===== src/rtl/spa_pkg.sv =====
`timescale 1ns / 1ps

package spa_pkg;

   // store geometry
   localparam int TERMS_PER_POLY = 32;
   localparam int IDX_W          = (TERMS_PER_POLY > 1) ? $clog2(TERMS_PER_POLY) : 1;
   localparam int CNT_W          = $clog2(TERMS_PER_POLY + 1);

   // field widths
   localparam int KIND_W = 2;
   localparam int COEF_W = 32;
   localparam int SUM_W  = 33;
   localparam int EXP_W  = 16;

   // request kinds
   localparam logic [KIND_W-1:0] KIND_LOAD_A  = 2'd0;
   localparam logic [KIND_W-1:0] KIND_LOAD_B  = 2'd1;
   localparam logic [KIND_W-1:0] KIND_COMPUTE = 2'd2;
   localparam logic [KIND_W-1:0] KIND_UNUSED  = 2'd3;

   typedef logic [CNT_W-1:0] cnt_type;

endpackage


===== src/rtl/spa_req_if.sv =====
`timescale 1ns / 1ps

interface spa_req_if import spa_pkg::*; ();
   logic                     valid;
   logic                     ready;
   logic        [KIND_W-1:0] kind;
   logic signed [COEF_W-1:0] coefficient;
   logic        [EXP_W-1:0]  exponent;

   modport source (output valid, kind, coefficient, exponent, input ready);
   modport sink   (input valid, kind, coefficient, exponent, output ready);
endinterface


===== src/rtl/spa_rsp_if.sv =====
`timescale 1ns / 1ps

interface spa_rsp_if import spa_pkg::*; ();
   logic                    valid;
   logic                    ready;
   logic signed [SUM_W-1:0] sum_coefficient;
   logic        [EXP_W-1:0] sum_exponent;
   logic                    term_present;
   logic                    last_term;
   logic                    capacity_overflow;

   modport source (output valid, sum_coefficient, sum_exponent, term_present, last_term,
                   capacity_overflow, input ready);
   modport sink   (input valid, sum_coefficient, sum_exponent, term_present, last_term,
                   capacity_overflow, output ready);
endinterface


===== src/rtl/sparse_polynomial_adder.sv =====
`timescale 1ns / 1ps
// channel   port    dir  transaction
// -------   ------  ---  ---------------------------------------------------
// request   req_if  in   load a term of A or B, or compute the sum
// response  rsp_if  out  one merged term, last one marked (or one empty item)
//
// a load leaves the block idle; it takes a new request every cycle while idle
// a compute alternates a store read and a merge step (the shared adder and
// exponent compare), then does a final read and a flush of the last term
// a full response register stalls the merge; request ready is low until done
// synchronous active-high reset clears counts, overflow flag and control state
// store contents are not cleared; read data is only used below the fill counts

module sparse_polynomial_adder import spa_pkg::*; (
   input  logic      clock,
   input  logic      reset,
   spa_req_if.sink   req_if,
   spa_rsp_if.source rsp_if
);

   localparam logic [1:0] ST_IDLE  = 2'd0;
   localparam logic [1:0] ST_READ  = 2'd1;
   localparam logic [1:0] ST_STEP  = 2'd2;
   localparam logic [1:0] ST_FLUSH = 2'd3;

   logic [1:0] state_ff, state_in;

   // term stores
   logic [COEF_W-1:0] a_coef_mem [TERMS_PER_POLY];
   logic [EXP_W-1:0]  a_exp_mem  [TERMS_PER_POLY];
   logic [COEF_W-1:0] b_coef_mem [TERMS_PER_POLY];
   logic [EXP_W-1:0]  b_exp_mem  [TERMS_PER_POLY];

   logic [COEF_W-1:0] a_rd_coef_ff, b_rd_coef_ff;
   logic [EXP_W-1:0]  a_rd_exp_ff, b_rd_exp_ff;

   cnt_type a_cnt_ff, a_cnt_in, b_cnt_ff, b_cnt_in;
   cnt_type ia_ff, ia_in, jb_ff, jb_in;
   logic    dropped_ff, dropped_in;

   // pending term, held until we know whether another follows
   logic                    pend_valid_ff, pend_valid_in;
   logic signed [SUM_W-1:0] pend_coef_ff, pend_coef_in;
   logic        [EXP_W-1:0] pend_exp_ff, pend_exp_in;

   // response register
   logic                    rsp_valid_ff, rsp_valid_in;
   logic signed [SUM_W-1:0] rsp_coef_ff, rsp_coef_in;
   logic        [EXP_W-1:0] rsp_exp_ff, rsp_exp_in;
   logic                    rsp_present_ff, rsp_present_in;
   logic                    rsp_last_ff, rsp_last_in;
   logic                    rsp_ovf_ff, rsp_ovf_in;

   logic req_fire, out_free, load_a, load_b;
   logic has_a, has_b, take_a, take_b, produce;
   logic signed [SUM_W-1:0] add_a, add_b, sum;

   assign req_fire = req_if.valid && req_if.ready;
   assign out_free = !rsp_valid_ff || rsp_if.ready;
   assign load_a   = req_fire && (req_if.kind == KIND_LOAD_A) && (a_cnt_ff < TERMS_PER_POLY);
   assign load_b   = req_fire && (req_if.kind == KIND_LOAD_B) && (b_cnt_ff < TERMS_PER_POLY);

   // store writes and registered head reads
   always_ff @(posedge clock) begin
      if (load_a) begin
         a_coef_mem[a_cnt_ff[IDX_W-1:0]] <= req_if.coefficient;
         a_exp_mem[a_cnt_ff[IDX_W-1:0]]  <= req_if.exponent;
      end
      if (load_b) begin
         b_coef_mem[b_cnt_ff[IDX_W-1:0]] <= req_if.coefficient;
         b_exp_mem[b_cnt_ff[IDX_W-1:0]]  <= req_if.exponent;
      end
      a_rd_coef_ff <= a_coef_mem[ia_ff[IDX_W-1:0]];
      a_rd_exp_ff  <= a_exp_mem[ia_ff[IDX_W-1:0]];
      b_rd_coef_ff <= b_coef_mem[jb_ff[IDX_W-1:0]];
      b_rd_exp_ff  <= b_exp_mem[jb_ff[IDX_W-1:0]];
   end

   // shared compare and adder on the two heads
   always_comb begin
      has_a  = ia_ff < a_cnt_ff;
      has_b  = jb_ff < b_cnt_ff;
      take_a = has_a && (!has_b || (a_rd_exp_ff >= b_rd_exp_ff));
      take_b = has_b && (!has_a || (b_rd_exp_ff >= a_rd_exp_ff));
      add_a  = take_a ? {a_rd_coef_ff[COEF_W-1], a_rd_coef_ff} : '0;
      add_b  = take_b ? {b_rd_coef_ff[COEF_W-1], b_rd_coef_ff} : '0;
      sum    = add_a + add_b;
      // cancelling pair yields nothing
      produce = !(take_a && take_b && (sum == '0));
   end

   // sequencer
   always_comb begin
      state_in       = state_ff;
      a_cnt_in       = a_cnt_ff;
      b_cnt_in       = b_cnt_ff;
      ia_in          = ia_ff;
      jb_in          = jb_ff;
      dropped_in     = dropped_ff;
      pend_valid_in  = pend_valid_ff;
      pend_coef_in   = pend_coef_ff;
      pend_exp_in    = pend_exp_ff;
      rsp_valid_in   = rsp_valid_ff && !rsp_if.ready;
      rsp_coef_in    = rsp_coef_ff;
      rsp_exp_in     = rsp_exp_ff;
      rsp_present_in = rsp_present_ff;
      rsp_last_in    = rsp_last_ff;
      rsp_ovf_in     = rsp_ovf_ff;

      unique case (state_ff)
         ST_IDLE: begin
            if (req_fire) begin
               unique case (req_if.kind)
                  KIND_LOAD_A: begin
                     if (load_a) a_cnt_in = a_cnt_ff + cnt_type'(1);
                     else dropped_in = 1'b1;
                  end
                  KIND_LOAD_B: begin
                     if (load_b) b_cnt_in = b_cnt_ff + cnt_type'(1);
                     else dropped_in = 1'b1;
                  end
                  KIND_COMPUTE: begin
                     ia_in    = '0;
                     jb_in    = '0;
                     state_in = ST_READ;
                  end
                  KIND_UNUSED: ;
                  default: ;
               endcase
            end
         end
         ST_READ: begin
            if (!has_a && !has_b) state_in = ST_FLUSH;
            else state_in = ST_STEP;
         end
         ST_STEP: begin
            // a new term pushes the pending one out, if the register is free
            if (!(produce && pend_valid_ff && !out_free)) begin
               if (produce) begin
                  if (pend_valid_ff) begin
                     rsp_valid_in   = 1'b1;
                     rsp_coef_in    = pend_coef_ff;
                     rsp_exp_in     = pend_exp_ff;
                     rsp_present_in = 1'b1;
                     rsp_last_in    = 1'b0;
                     rsp_ovf_in     = dropped_ff;
                  end
                  pend_valid_in = 1'b1;
                  pend_coef_in  = sum;
                  pend_exp_in   = take_a ? a_rd_exp_ff : b_rd_exp_ff;
               end
               if (take_a) ia_in = ia_ff + cnt_type'(1);
               if (take_b) jb_in = jb_ff + cnt_type'(1);
               state_in = ST_READ;
            end
         end
         ST_FLUSH: begin
            if (out_free) begin
               rsp_valid_in   = 1'b1;
               rsp_coef_in    = pend_valid_ff ? pend_coef_ff : '0;
               rsp_exp_in     = pend_valid_ff ? pend_exp_ff : '0;
               rsp_present_in = pend_valid_ff;
               rsp_last_in    = 1'b1;
               rsp_ovf_in     = dropped_ff;
               pend_valid_in  = 1'b0;
               a_cnt_in       = '0;
               b_cnt_in       = '0;
               dropped_in     = 1'b0;
               state_in       = ST_IDLE;
            end
         end
         default: state_in = ST_IDLE;
      endcase
   end

   // control registers
   always_ff @(posedge clock) begin
      if (reset) begin
         state_ff      <= ST_IDLE;
         a_cnt_ff      <= '0;
         b_cnt_ff      <= '0;
         ia_ff         <= '0;
         jb_ff         <= '0;
         dropped_ff    <= 1'b0;
         pend_valid_ff <= 1'b0;
         rsp_valid_ff  <= 1'b0;
      end else begin
         state_ff      <= state_in;
         a_cnt_ff      <= a_cnt_in;
         b_cnt_ff      <= b_cnt_in;
         ia_ff         <= ia_in;
         jb_ff         <= jb_in;
         dropped_ff    <= dropped_in;
         pend_valid_ff <= pend_valid_in;
         rsp_valid_ff  <= rsp_valid_in;
      end
   end

   // payload registers
   always_ff @(posedge clock) begin
      pend_coef_ff   <= pend_coef_in;
      pend_exp_ff    <= pend_exp_in;
      rsp_coef_ff    <= rsp_coef_in;
      rsp_exp_ff     <= rsp_exp_in;
      rsp_present_ff <= rsp_present_in;
      rsp_last_ff    <= rsp_last_in;
      rsp_ovf_ff     <= rsp_ovf_in;
   end

   assign req_if.ready             = (state_ff == ST_IDLE);
   assign rsp_if.valid             = rsp_valid_ff;
   assign rsp_if.sum_coefficient   = rsp_coef_ff;
   assign rsp_if.sum_exponent      = rsp_exp_ff;
   assign rsp_if.term_present      = rsp_present_ff;
   assign rsp_if.last_term         = rsp_last_ff;
   assign rsp_if.capacity_overflow = rsp_ovf_ff;

   // fill counts never pass the store depth
   a_cnt_bound: assert property (@(posedge clock) disable iff (reset)
      (a_cnt_ff <= TERMS_PER_POLY) && (b_cnt_ff <= TERMS_PER_POLY))
      else $error("store count beyond capacity");

   // no term may be left pending once the merge is back to idle
   pend_idle: assert property (@(posedge clock) disable iff (reset)
      (state_ff == ST_IDLE) |-> !pend_valid_ff)
      else $error("pending term left behind");

   // a flush with a free register always delivers the final transaction
   flush_emits: assert property (@(posedge clock) disable iff (reset)
      (state_ff == ST_FLUSH && out_free) |=> (rsp_valid_ff && rsp_last_ff))
      else $error("flush did not emit last transaction");

   // an empty transaction is only ever the final one
   empty_is_last: assert property (@(posedge clock) disable iff (reset)
      (rsp_valid_ff && !rsp_present_ff) |-> rsp_last_ff)
      else $error("empty transaction not marked last");

   // merge indices stay within the fill counts
   idx_bound: assert property (@(posedge clock) disable iff (reset)
      (state_ff != ST_IDLE) |-> ((ia_ff <= a_cnt_ff) && (jb_ff <= b_cnt_ff)))
      else $error("merge index beyond fill count");

endmodule


===== src/flat_wrapper.sv =====
// flat-port wrapper written by rule: the top's interface ports become plain ports
module sparse_polynomial_adder_flat import spa_pkg::*;
  (clock, reset, req_if_valid, req_if_kind, req_if_coefficient, req_if_exponent, req_if_ready, rsp_if_valid, rsp_if_sum_coefficient, rsp_if_sum_exponent, rsp_if_term_present, rsp_if_last_term, rsp_if_capacity_overflow, rsp_if_ready);
  spa_req_if req_if_i ();
  spa_rsp_if rsp_if_i ();
  input  logic clock;
  input  logic reset;
  input wire logic [$bits(req_if_i.valid)-1:0] req_if_valid;
  input wire logic [$bits(req_if_i.kind)-1:0] req_if_kind;
  input wire logic [$bits(req_if_i.coefficient)-1:0] req_if_coefficient;
  input wire logic [$bits(req_if_i.exponent)-1:0] req_if_exponent;
  output wire logic [$bits(req_if_i.ready)-1:0] req_if_ready;
  output wire logic [$bits(rsp_if_i.valid)-1:0] rsp_if_valid;
  output wire logic [$bits(rsp_if_i.sum_coefficient)-1:0] rsp_if_sum_coefficient;
  output wire logic [$bits(rsp_if_i.sum_exponent)-1:0] rsp_if_sum_exponent;
  output wire logic [$bits(rsp_if_i.term_present)-1:0] rsp_if_term_present;
  output wire logic [$bits(rsp_if_i.last_term)-1:0] rsp_if_last_term;
  output wire logic [$bits(rsp_if_i.capacity_overflow)-1:0] rsp_if_capacity_overflow;
  input wire logic [$bits(rsp_if_i.ready)-1:0] rsp_if_ready;
  assign req_if_i.valid = req_if_valid;
  assign req_if_i.kind = req_if_kind;
  assign req_if_i.coefficient = req_if_coefficient;
  assign req_if_i.exponent = req_if_exponent;
  assign req_if_ready = req_if_i.ready;
  assign rsp_if_valid = rsp_if_i.valid;
  assign rsp_if_sum_coefficient = rsp_if_i.sum_coefficient;
  assign rsp_if_sum_exponent = rsp_if_i.sum_exponent;
  assign rsp_if_term_present = rsp_if_i.term_present;
  assign rsp_if_last_term = rsp_if_i.last_term;
  assign rsp_if_capacity_overflow = rsp_if_i.capacity_overflow;
  assign rsp_if_i.ready = rsp_if_ready;
  sparse_polynomial_adder u_core (.clock(clock), .reset(reset), .req_if(req_if_i), .rsp_if(rsp_if_i));
endmodule

===== config.mk =====
export PLATFORM = sky130hd
export DESIGN_NAME = sparse_polynomial_adder_flat
export DESIGN_NICKNAME = d
export VERILOG_FILES = /design/src/rtl/spa_pkg.sv /design/src/rtl/spa_req_if.sv /design/src/rtl/spa_rsp_if.sv /design/src/rtl/sparse_polynomial_adder.sv /design/src/flat_wrapper.sv
export SDC_FILE = /design/constraint.sdc
export NUM_CORES = 2
export LEC_CHECK = 0
export BUFFER_PORTS_ARGS = -buffer_cell sky130_fd_sc_hd__clkbuf_2
export CAP_MARGIN = 15
export CORE_MARGIN = 3
export CORE_UTILIZATION = 50
export CTS_BUF_LIST = sky130_fd_sc_hd__clkbuf_16
export DETAILED_ROUTE_END_ITERATION = 10
export GPL_ROUTABILITY_DRIVEN = 1
export PLACE_DENSITY_LB_ADDON = 0.3
export SYNTH_ARGS = -nofsm -noshare
export SYNTH_HDL_FRONTEND = slang
export SYNTH_SLANG_ARGS = --single-unit

===== constraint.sdc =====
create_clock -name clock -period 6.9 [get_ports clock]
set_input_delay 0.345 -clock clock [delete_from_list [all_inputs] [get_ports clock]]
set_output_delay 0.345 -clock clock [all_outputs]
set_load 0.05 [all_outputs]

==> results_dict.tcl <==
set metrics [dict create \
    async_reset_ff_share_pct 0 \
    fin_worst_skew_ps 69.97 \
    initial_core_util_pct 50.29 \
    clockBufferDepth 4 \
    drt_iter0_drc 8055 \
    fp.dieH_um 509.1 \
    seq_area_frac_synth_pct 77.28 \
    routabilityCongestion 0.8976 \
    rsz0062_at_grt "false" \
    setup_tns_ps 0 \
    final.period_utilization_pct 91.76 \
    worstMarginPinSlew_ps 1305 \
    grt_use_total_pct 25.08 \
    hold_buffers 8 \
    ys_seq_elements 3298 \
    yosys.area.top_type "edfxtp_1" \
    yosysMostFrequentCell "edfxtp_1" \
    min_path_type "input port to register" \
    placed_cell_area_mm2 0.1326 \
    portBuffers 107 \
    syn_nets 5520 \
    syn_inst 5397 \
    hold-worst-slack_ps 24.31 \
    io_pins 108 \
    critPathKind "register to register" \
    slew_viol_final 0 \
    antenna_found_initial 13 \
    critical-path-max-stage-delay_ps 580 \
    cts_setup_buffers 0 \
    clk_latency_ps 970 \
    synthTopCellsByCount "edfxtp_1 (3173), mux4_2 (960), clkbuf_1 (181)" \
    clock-sinks 3298 \
    cts_buffers 344 \
    synth_area_mm2 0.1265 \
    max_freq_mhz 157.9 \
    grt_first_pass_wirelength_um 456500 \
    cp.required_ps 7740 \
    grt_max_degree 160 \
    critical_path_arrival_ps 7170 \
    wl_per_cell_um 34.29 \
    synth_edf_count 3173 \
    end_kind "register" \
    num_vias 59920 \
    cts_tree "built" \
    num_rows 184 \
    htreeDepth 5 \
    leakagePower_uw 0.04414 \
    slowest_stage "dlygate4sd3_1" \
    clk_pin_slew_ps 60 \
    core_region_area_mm2 0.2516 \
    status "finished clean" \
    p_total_uw 40350 \
    die_w_um 509.1 \
    post-place-ws_ps 859.7 \
    overflow 0 \
    powerDensity_mw_per_mm2 279.7 \
    drc 0 \
    wirelength_um 323400 \
    drive_above_1_share_pct 31.62 \
    area_growth_pct 14.03 \
    cp-startpoint "u_core.a_rd_exp_ff[13]" \
    critPathLaunchType "register" \
    nNetsFinal 5938 \
    max-vdd-ir-drop_mv 0.2516 \
    cts_resized 0 \
    final-hold-violation-count 0 \
    design.die.area_mm2 0.2591 \
    finalWorstPathRequiredPeriod_ps 6331 \
    drt.antenna.violating_nets 0 \
    hp-start "req_if_exponent[12]" \
    first_global_vias 60230 \
    yosys-top-cells-area "edfxtp_1 (75%), mux4_2 (17%), dfxtp_1 (2.0%), mux2_2 (0.99%), ha_1 (0.67%)" \
    dr.pass1.iters 8 \
    synth_flop_cell "edfxtp_1" \
    yosysTopAreaCellShare_pct 75.30 \
    critPathMaxFanout 19 \
    cts_root_buf "clkbuf_16" \
    setup_ws_ps 568.5 \
    ys_types 77 \
    crit_path_frequent_cell "inv_1" \
    relSlewSlack_pct 12.99 \
    synth.avg_cell_area_um2 23.45 \
    avgViaCountPerCell 6.353 \
    dp_hpwl_um 174200 \
    yosysWarnings 0 \
    reg2reg_from "u_core.a_rd_exp_ff[13]" \
    cap_violations 0 \
    setup_viol 0 \
    n_fill_cell 17840 \
    worstPathCellList "inv_1 > ha_1 > nand4_1 > or2_2 > nor3_1 > buf_4 > inv_1 > a31oi_4 > and2_1 > ha_1 > inv_1 > fa_1 > nand2b_1 > a211o_1 > a211oi_1 > o311ai_0 > o311a_1 > a2111o_1 > nor4_1 > a31oi_1 > o21ai_0 > a21oi_1 > dlygate4sd3_1" \
    postLayoutCellArea_mm2 0.1443 \
]
==> state kept, by name (all words and copies together), names as in the netlist, 2 cells and up <==
| signal | cells |
|---|---|
| u_core.a_cnt_ff | 6 |
| u_core.a_coef_mem | 1024 |
| u_core.a_exp_mem | 512 |
| u_core.a_rd_coef_ff | 32 |
| u_core.a_rd_exp_ff | 16 |
| u_core.b_cnt_ff | 6 |
| u_core.b_coef_mem | 1024 |
| u_core.b_exp_mem | 512 |
| u_core.b_rd_coef_ff | 32 |
| u_core.b_rd_exp_ff | 16 |
| u_core.ia_ff | 6 |
| u_core.jb_ff | 6 |
| u_core.pend_coef_ff | 33 |
| u_core.pend_exp_ff | 16 |
| u_core.rsp_if.sum_coefficient | 33 |
| u_core.rsp_if.sum_exponent | 16 |
| u_core.state_ff | 2 |
==> cell families after synthesis <==
logic type                 count (synthesis)  synth area share (%)
DFF                                     3298                 77.28
and+or+nand+nor                          424                 1.725
adders and majority gates                 69                0.6882
buffers and inverters                    307                0.9285
xor gates and xnor gates                  24                0.1661
muxes                                   1084                 18.18
AOI/OAI and AO/OA                        191                 1.035
==> path summary, 6_finish.rpt <==
check	cells after the start	slack [ps]	to
worst max-delay path	23	570	u_core.rsp_if.valid
worst min-delay path	2	20	u_core.b_exp_mem[2][12]
worst max register to register	23	570	u_core.rsp_if.valid
worst min register to register	0	450	u_core.rsp_if.capacity_overflow
==> placed cells by master, fill, tap and decap left out, drive strengths merged, types with 7 or more instances in the layout <==
cell | Yosys | routed
edfxtp | 3173 | 3173
mux4 | 960 | 960
clkbuf | 181 | 459
buf | 83 | 192
clkinv | 0 | 141
inv | 43 | 127
dfxtp | 125 | 125
nor2 | 120 | 120
and2 | 117 | 117
mux2 | 111 | 111
nand2 | 73 | 73
ha | 68 | 68
a21oi | 61 | 61
dlygate4sd3 | 0 | 37
o21ai | 33 | 33
nand3 | 28 | 28
bufinv | 0 | 25
nor3 | 18 | 18
nand2b | 17 | 17
xnor2 | 17 | 17
a21o | 14 | 14
mux2i | 13 | 13
o21a | 11 | 11
nand4 | 11 | 11
a211oi | 10 | 10
o211ai | 9 | 9
clkinvlp | 0 | 8
xor2 | 7 | 7
or3 | 7 | 7
==> report_power, final <==
part / total, uW / switching, uW / internal (uW)
Clock: 17500 / 7380 / 10100
Sequential: 22000 / 41.7 / 22000
Combinational: 813 / 546 / 267
Total: 40400 / 7970 / 32400
==> worst max-delay path, delay by kind of cell (launching register included) <==
| kind | cells | cell delay, ps |
|---|---|---|
| simple gates | 6 | 1420 |
| buf+inv | 5 | 1000 |
| flops | 1 | 330 |
| fa+ha+maj | 3 | 960 |
| compound gates | 9 | 2520 |
==> per-layer routing <==
| metal | up-vias | track usage [%] | part of all wire [%] |
|---|---|---|---|
| met5 | - | 0 | 0 |
| met3 | 604 | 4.426 | 8.4 |
| met2 | 3062 | 39.58 | 49 |
| met1 | 32420 | 35.26 | 39 |
| li1 | 23830 | - | - |
| met4 | 0 | 9.950 | 4.4 |
==> cell type report <==
cell class / count / area, um2 / share of cell area [%]
multi-input combinational: 1792 / 28090 / 19.47
sequential: 3298 / 97820 / 67.80
clock buffer: 352 / 8808 / 6.105
timing repair buffer: 336 / 3423 / 2.373
clock inverter: 258 / 1780 / 1.234
antenna: 4 / 10.01 / 0.006937
inverter: 43 / 161.4 / 0.1119
tap: 3348 / 4189 / 2.903
==> per-stage QoR <==
stage / utilization (%) / cells
after floorplan: - / 5397
after global placement: 52.68 / 8744
after detailed placement: 52.68 / 8744
after CTS: 56.92 / 9362
after global routing: 57.34 / 9428
final: 57.34 / 9431
(Power assumes the default switching activity.)
